`config.mk`:
```
export PLATFORM = sky130hd
export DESIGN_NAME = ipc_parser
export DESIGN_NICKNAME = d
export VERILOG_FILES = /design/src/design/ipc_pkg.sv /design/src/design/ipc_parser.sv
export SDC_FILE = /design/constraint.sdc
export NUM_CORES = 1
export LEC_CHECK = 0
export ABC_AREA = 1
export BUFFER_PORTS_ARGS = -buffer_cell sky130_fd_sc_hd__buf_2
export CORE_MARGIN = 2
export CORE_UTILIZATION = 48
export CTS_BUF_LIST = sky130_fd_sc_hd__clkbuf_8 sky130_fd_sc_hd__clkbuf_16
export DETAILED_ROUTE_END_ITERATION = 8
export GPL_TIMING_DRIVEN = 0
export PLACE_DENSITY = 0.8
export SYNTH_ARGS = -nofsm -noshare
export SYNTH_HDL_FRONTEND = slang
export SYNTH_SLANG_ARGS = --single-unit
```
`constraint.sdc`:
```
create_clock -name i_clk -period 1.69 [get_ports i_clk]
set_clock_uncertainty 0.2 [all_clocks]
set_input_delay 0.169 -clock i_clk [delete_from_list [all_inputs] [get_ports i_clk]]
set_output_delay 0.169 -clock i_clk [all_outputs]
set_load 0.01 [all_outputs]
```
`src/design/ipc_pkg.sv`:
```
package ipc_pkg;

    localparam int NUM_PROTOCOLS = 256;
    localparam int PROTO_W       = 8;
    localparam int VALUE_W       = 64;
    localparam int OFFSET_W      = 6;

    localparam logic [OFFSET_W-1:0] ETH_HI_POS    = 6'd12;
    localparam logic [OFFSET_W-1:0] ETH_LO_POS    = 6'd13;
    localparam logic [OFFSET_W-1:0] PROTO_POS     = 6'd23;
    localparam logic [OFFSET_W-1:0] MIN_FRAME_LEN = 6'd34;

    localparam logic [15:0]        ETHERTYPE_IPV4 = 16'h0800;
    localparam logic [PROTO_W-1:0] PROTO_ICMP     = 8'd1;

    typedef enum logic {
        OP_FRAME = 1'b0,
        OP_READ  = 1'b1
    } t_opcode;

    typedef enum logic {
        KIND_VERDICT = 1'b0,
        KIND_COUNT   = 1'b1
    } t_kind;

    // Outcome of the frame parser for the byte currently offered.
    typedef struct packed {
        logic               count_en;
        logic               drop;
        logic [PROTO_W-1:0] proto;
    } t_parse;

    // Request from the input side to the counter stage.
    typedef struct packed {
        logic               valid;
        t_kind              kind;
        logic               count_en;
        logic               drop;
        logic [PROTO_W-1:0] addr;
    } t_req;

endpackage

```
`src/design/ipc_parser.sv`:
```
module ipc_parser (
    input  logic                    i_clk,
    input  logic                    i_rst_n,
    input  logic                    i_accept,
    input  logic [7:0]              i_byte,
    input  logic                    i_last,
    output ipc_pkg::t_parse         o_parse
);
    import ipc_pkg::*;

    logic [OFFSET_W-1:0] r_offset;
    logic [OFFSET_W-1:0] n_offset;
    logic                r_eth_ok;
    logic                n_eth_ok;
    logic [PROTO_W-1:0]  r_proto;
    logic [PROTO_W-1:0]  n_proto;

    // State after this byte, before the end-of-frame clear.
    always_comb begin
        n_eth_ok = r_eth_ok;
        n_proto  = r_proto;
        if (r_offset == ETH_HI_POS) begin
            n_eth_ok = (i_byte == ETHERTYPE_IPV4[15:8]);
        end else if (r_offset == ETH_LO_POS) begin
            n_eth_ok = r_eth_ok && (i_byte == ETHERTYPE_IPV4[7:0]);
        end else if (r_offset == PROTO_POS) begin
            n_proto = i_byte;
        end
        n_offset = (r_offset < MIN_FRAME_LEN) ? r_offset + OFFSET_W'(1) : r_offset;
    end

    always_comb begin
        o_parse.count_en = (n_offset >= MIN_FRAME_LEN) && n_eth_ok;
        o_parse.drop     = o_parse.count_en && (n_proto == PROTO_ICMP);
        o_parse.proto    = n_proto;
    end

    always_ff @(posedge i_clk) begin
        if (!i_rst_n) begin
            r_offset <= '0;
            r_eth_ok <= 1'b0;
            r_proto  <= '0;
        end else if (i_accept) begin
            if (i_last) begin
                r_offset <= '0;
                r_eth_ok <= 1'b0;
                r_proto  <= '0;
            end else begin
                r_offset <= n_offset;
                r_eth_ok <= n_eth_ok;
                r_proto  <= n_proto;
            end
        end
    end

endmodule

```
# Word level (Yosys, flattened, before mapping)
# Index checks and enable logic that the tools add are counted.
# word_totals
inputBits,12
ff_bits,15
output_inout_bits,10
wordCells,24
# op_classes
n_eq_ne,5
n_addsub,1
n_lt_le_gt_ge,2
reduce_logical,4
muxes,9
# op_table
operator,count
2-to-1 mux 8 bit,4
"equality test 6 x 4 -> 1 bit, second input constant",2
2-to-1 mux 6 bit,2
"equality test 8 x 1 -> 1 bit, second input constant",1
"equality test 8 x 4 -> 1 bit, second input constant",1
zero test 8 bit,1
"adder 6 x 1 -> 6 bit, second input constant",1
"equality test 6 x 5 -> 1 bit, second input constant",1
"greater-or-equal comparator 6 bit, second input constant",1
"< comparator 6 bit, second input constant",1
logical AND 1 bit,3
2-to-1 mux 1 bit,3

# Depth between registers and ports, before layout
# Gate-level depths: netlist of the first run.
# logic_depth
word_depth,6
depth_mapped,11
ltp_nobuf,10

# Least setup slack after synthesis of the first run
# Ideal clock, no wire load.
# synth_timing
path_type,flip-flop to output port
start,register r_offset[0]
end,output port o_parse[8] in the netlist's numbering
slack_ps,-220
path_buffers,0
required_ps,1321
t_arrival_ps,1541
path_stages_with_launch,10
cell_sequence,dfxtp_1 > ha_1 > nand2_4 > nor2_8 > nand2_4 > o21ai_1 > nand2_1 > nor2_1 > nand2_1 > nor2_1
# synth_lines
item,line_no,text
"start, declared",ipc_parser.sv:11,logic [OFFSET_W-1:0] r_offset;
"start signal, assigned",ipc_parser.sv:49,r_offset <= n_offset;
"end, declared",ipc_parser.sv:7,output ipc_pkg::t_parse o_parse

==> metrics.cfg, run 1 <==
[detailed_routing]
firstDrtPassIters=4
postRouteAntennaNets=0
wl_per_cell_um=13.4
drt-initial-drc-count=52
via_count=1227
remaining_drc_errors=0
wl_um=3210
routed_via_density=5.13

[timing]
slew_headroom_pct=66.2
rsz0062_at_grt=true
worst_slew_pin_slew_ns=0.507
slew_viol_final=0
final_hold_viol_count=0
final.period_utilization_pct=130
max_freq_ghz=0.454
period_needed_ns=2.20
setup_slack_ns=-0.515
setup_viol=10

[yosys]
postSynthAreaPerCell_um2=6.10
synthesis.area_um2=1050
yosysWarnings=0
postSynthCellCount=172
syn_nets=187
ys_types=23
ys_seq_area_share_pct=28.6
ys_seq_elements=15

[final_layout]
stdcell_count=239
layout-drive-gt1-share_pct=37.7
area_growth_pct=45.4
nets=228
diodes=0
final_util_pct=75.5

[power]
p_sw_mw=0.191
p_per_area_nw_per_um2=489
seqPwrFrac_pct=47.9
p_int_mw=0.555
vdd_drop_max_uv=373
p_clk_share_pct=39.3
power.leakage_nw=0.781
p_sw_share_pct=25.6
combPwrFrac_pct=12.8

[worst_setup_path]
r2r_start=r_offset[0]$_SDFFE_PN0P_
cp-end-kind=primary output
worst_ep_arrival_time_ns=1.84
critPathKind=reg -> out
crit_start=r_offset[0]$_SDFFE_PN0P_
crit_fanout=2
cp-start-kind=flop
cp.required_ns=1.32

[grt]
grt_pass1_wl_um=4170
grt_max_degree=11
grt_remaining_overflow=0
grt_pass1_vias=976
grt_antenna_before_repair=0
grt_use_total_pct=21.5

[clock_network]
cts.path.max_buffers=2
cts_tree=done
path_clk_slew_ns=0.06
cts_htree_levels=1
cts-root-buf=clkbuf_8
clock_sinks=15
insertion_delay_ns=0.25
cts_buffers=3

[job]
cap_violations=0

[floorplanning]
io_pins=22
initial_core_util_pct=51.9
dieArea_um2=2580
die_width_um=50.8
row_count=16
core-area_um2=2020
die-height_um=50.8

[status]
violations=setup timing
status=complete, but fails checks

[placed_design]
place_hpwl_um=1810
gp_congestion=0.871
port-buffer-count=21
placed_cells=220

[min_path]
min_path_type=in -> reg
hp-start=i_accept

final cells by class:
type / count / area (µm²)
Multi-Input combinational cell: 123 / 717
Fill cell: 131 / 495
Buffer: 6 / 42.5
Timing Repair Buffer: 36 / 269
Tap cell: 27 / 33.8
Inverter: 28 / 110
Clock inverter: 1 / 3.75
Clock buffer: 3 / 41.3
Sequential cell: 15 / 309
layer usage:
metal | wire (µm) | part of all wire, % | GRT usage, %
met5 | 0 | 0 | 0
met4 | 54 | 1.7 | 6.76
met1 | 1300 | 41 | 25.2
met2 | 1660 | 52 | 39.5
met3 | 193 | 6.0 | 3.57
critical path, stage by stage, from the launching register on:
cell     delay [ns]
dfxtp_4        0.37
ha_4           0.14
buf_4          0.11
buf_6          0.09
nand4_1        0.16
xor2_2         0.25
nor2_1         0.06
nand2_1        0.08
nand2_2        0.07
nor2_2         0.12
buf_2          0.14
through the flow:
step | hold slack [ns] | setup TNS [ns] | cell area [µm²] | worst slack, ns | power, mW
CTS | 0.0722 | -1.80 | 1340 | -0.447 | 0.730
detailed placement | 0.171 | -0.251 | 1210 | -0.225 | 0.431
global route | 0.121 | -3.00 | 1530 | -0.595 | 0.770
global placement | 0.160 | -0.206 | 1210 | -0.202 | 0.429
floorplan | 0.0524 | 0 | 1070 | 0.00225 | 0.402
finish | 0.110 | -2.18 | 1530 | -0.515 | 0.747
synthesized netlist by cell type (all sizes together):
cell type / number / area (µm²)
inv: 28 / 105
xor2: 2 / 17.5
nand3: 4 / 20.0
nand3b: 2 / 15.0
a211oi: 1 / 7.51
clkbuf: 2 / 7.51
a21oi: 17 / 85.1
buf: 4 / 28.8
xnor2: 1 / 8.76
ha: 3 / 37.5
o21ai: 7 / 50.0
nor2: 19 / 95.1
nand2: 65 / 259
nand4: 2 / 12.5
dfxtp: 15 / 300
state kept, by name (all words and copies together), names as in the netlist:
name / count
r_proto: 8
r_offset: 6
r_eth_ok: 1
kinds of logic after synthesis:
group	synth area share (%)
and+or+nand+nor	38.3
buffers and inverters	13.5
adders and majority gates	3.58
xor gates and xnor gates	2.50
DFF	28.6
AOI/OAI and AO/OA	13.6
cells in the final DEF, fill, tap and decap left out, drive strengths merged:
cell type | Yosys | final
nand3 | 4 | 4
nand3b | 2 | 2
buf | 4 | 35
clkbuf | 2 | 7
nand4 | 2 | 2
xor2 | 2 | 2
nor2 | 19 | 19
ha | 3 | 3
dlygate4sd3 | 0 | 3
a211oi | 1 | 1
a21oi | 17 | 17
o21ai | 7 | 7
nand2 | 65 | 65
inv | 28 | 29
xnor2 | 1 | 1
dfxtp | 15 | 15
path summary, 6_finish.rpt:
check,end,slack [ns],cells past startpoint
worst max register to register,r_proto[7]$_SDFFE_PN0P_,0.03,11
worst max-delay path,o_parse[8],-0.51,10
worst min register to register,r_proto[3]$_SDFFE_PN0P_,0.27,2
worst min-delay path,r_offset[0]$_SDFFE_PN0P_,0.11,3
power groups by stage:
stage	registers, mW	logic [mW]	clock network, mW
2_1_floorplan	0.368	0.0339	0
3_3_place_gp	0.369	0.0602	0
3_5_place_dp	0.369	0.0620	0
4_1_cts	0.358	0.0776	0.295
5_1_grt	0.358	0.103	0.309
6_report	0.358	0.0952	0.294
what timing repair did:
item	in CTS	in global routing
endpoints found under the setup margin	10	16
setup buffers	6	5
pin swaps	6	10
resized for setup	4	33
endpoints found under the hold margin	1	0
hold buffers	3	0
gates cloned	0	1
Power figures use the tool's default switching activity.
==> run 2, diff against run 1 <==
Settings changed: CORE_MARGIN 2 to 10, CORE_UTILIZATION 48 to 57, PLACE_DENSITY 0.8 to 0.89.
Clock period 1.69 ns to 2.7 ns, I/O delays scaled along.
==> run 2 against run 1 <==
Largest power group unchanged. Die area increased by 54%. Wire length fell by 24%. Utilization decreased by 5.0 points. Cell count decreased by 7.1%. The run now ends clean. Hold slack got worse by 0.084 ns. Sequential power fell by 37%. Clock power decreased by 39%. Clock-buffer cell count stayed put. Power decreased by 41%. Critical path type unchanged.
==> metrics.cfg, run 2 (synthesis results as in run 1) <==
[timing]
final_hold_viol_count=0  ; unchanged
setup_slack_ns=0.221  ; +0.736 ns
rsz0062_at_grt=false
worst_slew_pin_slew_ns=0.466  ; -0.0405 ns
max_freq_ghz=0.403
setup_viol=0  ; -10
final.period_utilization_pct=91.8
period_needed_ns=2.48
fin_tns_setup_ns=0  ; +2.18 ns
slew_headroom_pct=68.9  ; +2.7 points
slew_viol_final=0  ; unchanged

[grt]
grt_use_total_pct=12.6  ; -9.0 points
grt_remaining_overflow=0  ; unchanged
grt_pass1_wl_um=4180  ; +0.34%
grt_antenna_before_repair=0  ; unchanged
grt_pass1_vias=1035  ; +6.0%
grt_max_degree=11  ; unchanged

[final_layout]
layout-drive-gt1-share_pct=20.8  ; -17 points
nets=213  ; -6.6%
largest_register_ffs=8  ; unchanged
final_cell_mix=63 x nand2_1, 24 x inv_1, 23 x buf_2
diodes=0  ; unchanged
area_growth_pct=17.3
stdcell_count=222  ; -7.1%
final_util_pct=70.5  ; -5.0 points
final_common_cell=nand2_1
largest_register=r_proto
reg_top3=r_proto x8, r_offset x6, r_eth_ok x1

[worst_setup_path]
worstReg2RegEnd=r_proto[3]$_SDFFE_PN0P_
crit_fanout=10  ; +8
worstPathCellList=ha_1, nand2_4, nor2_8, nand2_4, buf_6, o21ai_2, nand2_1, nor2_1, nand2_1, nor2_1, buf_2
critPathKind=reg -> out
cp-start-kind=flop
crit_slowest_cell=dfxtp_1
cp.required_ns=2.23  ; +0.91 ns
reg2reg_depth=10  ; -1
rrSetupSlack_ns=0.89  ; +0.86 ns
r2r_start=r_offset[1]$_SDFFE_PN0P_
worst_ep_arrival_time_ns=2.01  ; +0.17 ns
slowest_delay_ns=0.42  ; +0.05 ns
cp-end-kind=primary output

[min_path]
min_path_cells=2  ; -1
min_path_type=in -> reg
hp-start=i_last
worstHoldEndpoint=r_offset[0]$_SDFFE_PN0P_

[detailed_routing]
routed_via_density=4.85  ; -5.6%
remaining_drc_errors=0  ; unchanged
drt-initial-drc-count=39  ; -25%
wl_per_cell_um=10.9  ; -19%
firstDrtPassIters=4  ; unchanged
postRouteAntennaNets=0  ; unchanged
wl_um=2430  ; -24%
via_count=1076  ; -12%

[clock_network]
post_cts_buffers=0  ; -6
cts_tree=done
cts-root-buf=clkbuf_8
cts.path.max_buffers=2  ; unchanged
insertion_delay_ns=0.25  ; about the same
cts_buffers=3  ; unchanged
path_clk_slew_ns=0.06  ; about the same
cts_htree_levels=1  ; unchanged
cts.repair.resized=0  ; -4
cts_hold_buf=0  ; -3
clock_sinks=15  ; unchanged

[floorplanning]
dieArea_um2=3960  ; +54%
die_width_um=62.9  ; +24%
core-area_um2=1750  ; -14%
die-height_um=62.9  ; +24%
row_count=15  ; -1
initial_core_util_pct=60.1  ; +8.2 points
io_pins=22  ; unchanged

[placed_design]
place_ws_ns=0.504  ; +0.729 ns
gp_congestion=0.816  ; -6.3%
placed_cells=218  ; -0.91%
place_hpwl_um=1850  ; +2.3%
port-buffer-count=21  ; unchanged

[power]
p_per_area_nw_per_um2=359  ; -27%
power.leakage_nw=0.686  ; -12%
vdd_drop_max_uv=334  ; -10%

[status]
status=finished clean

[job]
cap_violations=0  ; unchanged

==> run 2: changes by cell type in the layout (fill, tap and decap cells not counted), sizes merged <==
cell	previous run	this run
dlygate4sd3	3	0
clkbuf	7	5
buf	35	25
==> run 2: worst max path at each step <==
| stage | startpoint | to | cells after the start |
|---|---|---|---|
| CTS | r_offset[0]$_SDFFE_PN0P_ | o_parse[8] | 11 |
| finish | r_offset[1]$_SDFFE_PN0P_ | o_parse[8] | 11 |
| floorplan | r_offset[0]$_SDFFE_PN0P_ | o_parse[8] | 9 |
| detailed placement | r_offset[0]$_SDFFE_PN0P_ | o_parse[8] | 11 |
| global route | r_offset[0]$_SDFFE_PN0P_ | o_parse[8] | 11 |
| global placement | r_offset[0]$_SDFFE_PN0P_ | o_parse[8] | 11 |
==> run 2: cell type report <==
| type | instances | area (µm²) |
|---|---|---|
| multi-input cells | 123 | 608 |
| fillers | 163 | 514 |
| flip-flops and latches | 15 | 300 |
| repair buffers | 21 | 105 |
| inverters | 28 | 105 |
| clock buffers | 3 | 41.3 |
| plain buffers | 6 | 36.3 |
| well taps | 25 | 31.3 |
| clock inverters | 1 | 3.75 |
==> run 2: worst max-delay path, delay by kind of cell, from the launching register on <==
family	cells	cell delay, ns
AOI/OAI and AO/OA	1	0.12
adders and majority gates	1	0.30
buffers and inverters	2	0.29
DFF	1	0.42
and+or+nand+nor	7	0.63
==> run 2: layer usage <==
layer	global-route usage, %	up-vias	share of wire (%)
met5	0	-	0
met4	6.98	0	2.9
met3	3.05	9	4.6
met2	21.4	19	51
met1	13.8	471	42
li1	-	577	-
==> run 2: report_power, final <==
group | total [mW] | internal (mW) | switching (mW)
Sequential | 0.225 | 0.223 | 0.00249
Combinational | 0.0376 | 0.0138 | 0.0238
Clock | 0.179 | 0.101 | 0.0778
Total | 0.442 | 0.338 | 0.104
==> run 2: metrics by stage <==
| stage | cell area, µm² | hold slack, ns | power [mW] |
|---|---|---|---|
| 2_1_floorplan | 1050 | 0.164 | 0.251 |
| 5_1_grt | 1230 | 0.0255 | 0.462 |
| 3_3_place_gp | 1190 | 0.253 | 0.267 |
| 4_1_cts | 1230 | 0.0195 | 0.448 |
| 6_report | 1230 | 0.0265 | 0.442 |
| 3_5_place_dp | 1190 | 0.256 | 0.268 |
==> run 3, diff against run 2 <==
Settings changed: RECOVER_POWER from default to 25.
==> run 3 against run 2 <==
Wire length is 0.29% higher. Critical path depth is the same. Hold slack about the same. Utilization down 0.21 points. Global-route usage did not move. First-iteration DRC count grew 2.6%. Largest cell class unchanged. Highest routed layer unchanged.
==> metrics.cfg, run 3 (synthesis results as in run 1) <==
[min_path]
min_path_type=in -> reg
hp-start=i_last
worstHoldEndpoint=r_offset[0]$_SDFFE_PN0P_
min_path_cells=2  ; unchanged

[detailed_routing]
drt-initial-drc-count=40  ; +2.6%
wl_per_cell_um=11.0  ; +0.29%
via_count=1075  ; -0.093%
wl_um=2430  ; +0.29%
postRouteAntennaNets=0  ; unchanged
firstDrtPassIters=4  ; unchanged
routed_via_density=4.84  ; about the same
remaining_drc_errors=0  ; unchanged

[clock_network]
clock_sinks=15  ; unchanged
cts_htree_levels=1  ; unchanged
path_clk_slew_ns=0.06  ; about the same
insertion_delay_ns=0.25  ; about the same
cts_tree=done
cts.path.max_buffers=2  ; unchanged
cts_buffers=3  ; unchanged
post_cts_buffers=0  ; unchanged
cts.repair.resized=0  ; unchanged
cts-root-buf=clkbuf_8
cts_hold_buf=0  ; unchanged

[worst_setup_path]
r2r_start=r_offset[1]$_SDFFE_PN0P_
slowest_delay_ns=0.43  ; about the same
worst_ep_arrival_time_ns=2.02  ; about the same
cp_top_family=simple AND/OR/NAND/NOR gates
cp.required_ns=2.23  ; about the same
crit_slowest_cell=dfxtp_1
cp-start-kind=flop
cp-end-kind=primary output
crit_fanout=10  ; unchanged
rrSetupSlack_ns=0.87  ; -0.02 ns
critPathBufInv=2  ; unchanged
worstReg2RegEnd=r_proto[3]$_SDFFE_PN0P_
worstPathCellList=ha_1, nand2_4, nor2_8, nand2_4, buf_6, o21ai_2, nand2_1, nor2_1, nand2_1, nor2_1, buf_2
reg2reg_depth=10  ; unchanged
critPathKind=reg -> out

[power]
power_mw=0.441  ; -0.13%
vdd_drop_max_uv=334  ; about the same
power.leakage_nw=0.676  ; -1.6%
p_per_area_nw_per_um2=359  ; +0.17%

[final_layout]
fin_area_um2=1230  ; -0.30%
layout-drive-gt1-share_pct=19.3  ; -1.5 points
nFillCells=165  ; +1.2%
largest_register=r_proto
stdcell_count=222  ; unchanged
nets=213  ; unchanged
diodes=0  ; unchanged
final_common_cell=nand2_1
final_cell_mix=63 x nand2_1, 24 x inv_1, 20 x buf_2
area_growth_pct=16.9
largest_register_ffs=8  ; unchanged
reg_top3=r_proto x8, r_offset x6, r_eth_ok x1

[timing]
setup_viol=0  ; unchanged
fin_tns_setup_ns=0  ; unchanged
setup_slack_ns=0.213  ; -0.00813 ns
rsz0062_at_grt=false
final_hold_viol_count=0  ; unchanged
slew_headroom_pct=64.6  ; -4.3 points
final.period_utilization_pct=92.1  ; +0.30 points
max_freq_ghz=0.402  ; -0.33%
period_needed_ns=2.49  ; +0.00813 ns
worst_slew_pin_slew_ns=0.531  ; +0.0647 ns
slew_viol_final=0  ; unchanged

[grt]
grt_use_total_pct=12.6  ; unchanged
grt_pass1_vias=1035  ; unchanged
grt_pass1_wl_um=4180  ; unchanged
grt_max_degree=11  ; unchanged
grt_antenna_before_repair=0  ; unchanged
grt_remaining_overflow=0  ; unchanged

[placed_design]
place_hpwl_um=1850  ; unchanged
place_ws_ns=0.504  ; unchanged
postPlaceCellArea_um2=1190  ; unchanged
placed_cells=218  ; unchanged
port-buffer-count=21  ; unchanged
gp_congestion=0.816  ; unchanged

[status]
status=finished clean

[floorplanning]
die_width_um=62.9  ; unchanged
initial_core_util_pct=60.1  ; unchanged
dieArea_um2=3960  ; unchanged
die-height_um=62.9  ; unchanged
io_pins=22  ; unchanged
core-area_um2=1750  ; unchanged
row_count=15  ; unchanged

[job]
cap_violations=0  ; unchanged

-- run 3: power breakdown --
group	leakage [nW]	internal, mW	switching [mW]
Sequential	0.121	0.223	0.00250
Clock	0.0269	0.101	0.0777
Combinational	0.528	0.0134	0.0237
-- run 3: worst max-delay path by stage --
stage / to / startpoint / cells after the start
6_report: o_parse[8] / r_offset[1]$_SDFFE_PN0P_ / 11
5_1_grt: o_parse[8] / r_offset[0]$_SDFFE_PN0P_ / 11
4_1_cts: o_parse[8] / r_offset[0]$_SDFFE_PN0P_ / 11
3_5_place_dp: o_parse[8] / r_offset[0]$_SDFFE_PN0P_ / 11
3_3_place_gp: o_parse[8] / r_offset[0]$_SDFFE_PN0P_ / 11
2_1_floorplan: o_parse[8] / r_offset[0]$_SDFFE_PN0P_ / 9
-- run 3: routing by layer --
metal / GRT usage [%] / part of all wire, %
met5: 0 / 0
met1: 13.8 / 42
met4: 6.98 / 2.5
met3: 3.05 / 5.0
met2: 21.4 / 51
-- run 3: worst reg2reg max path: stages, from the launching register on --
cell and delay, ns:
dfxtp_1 0.43, ha_1 0.30, nand2_4 0.09, nor2_8 0.11
nand2_4 0.07, buf_6 0.15, nand2_1 0.09, o21ai_2 0.07
inv_1 0.07, nand2_1 0.05, a21oi_1 0.13
-- run 3: area by class of cell --
type | count | area, µm² | area share [%]
inverter | 28 | 105 | 8.56
timing repair buffer | 21 | 104 | 8.46
clock inverter | 1 | 3.75 | 0.306
sequential | 15 | 300 | 24.5
tap | 25 | 31.3 | 2.55
clock buffer | 3 | 41.3 | 3.36
buffer | 6 | 33.8 | 2.75
multi-input combinational | 123 | 608 | 49.5
-- run 3: through the flow --
step | hold slack [ns] | utilization (%)
final | 0.0265 | 70.3
after global routing | 0.0255 | 70.3
after CTS | 0.0195 | 70.5
after detailed placement | 0.256 | 68.0
after global placement | 0.253 | 68.0
after floorplan | 0.164 | -
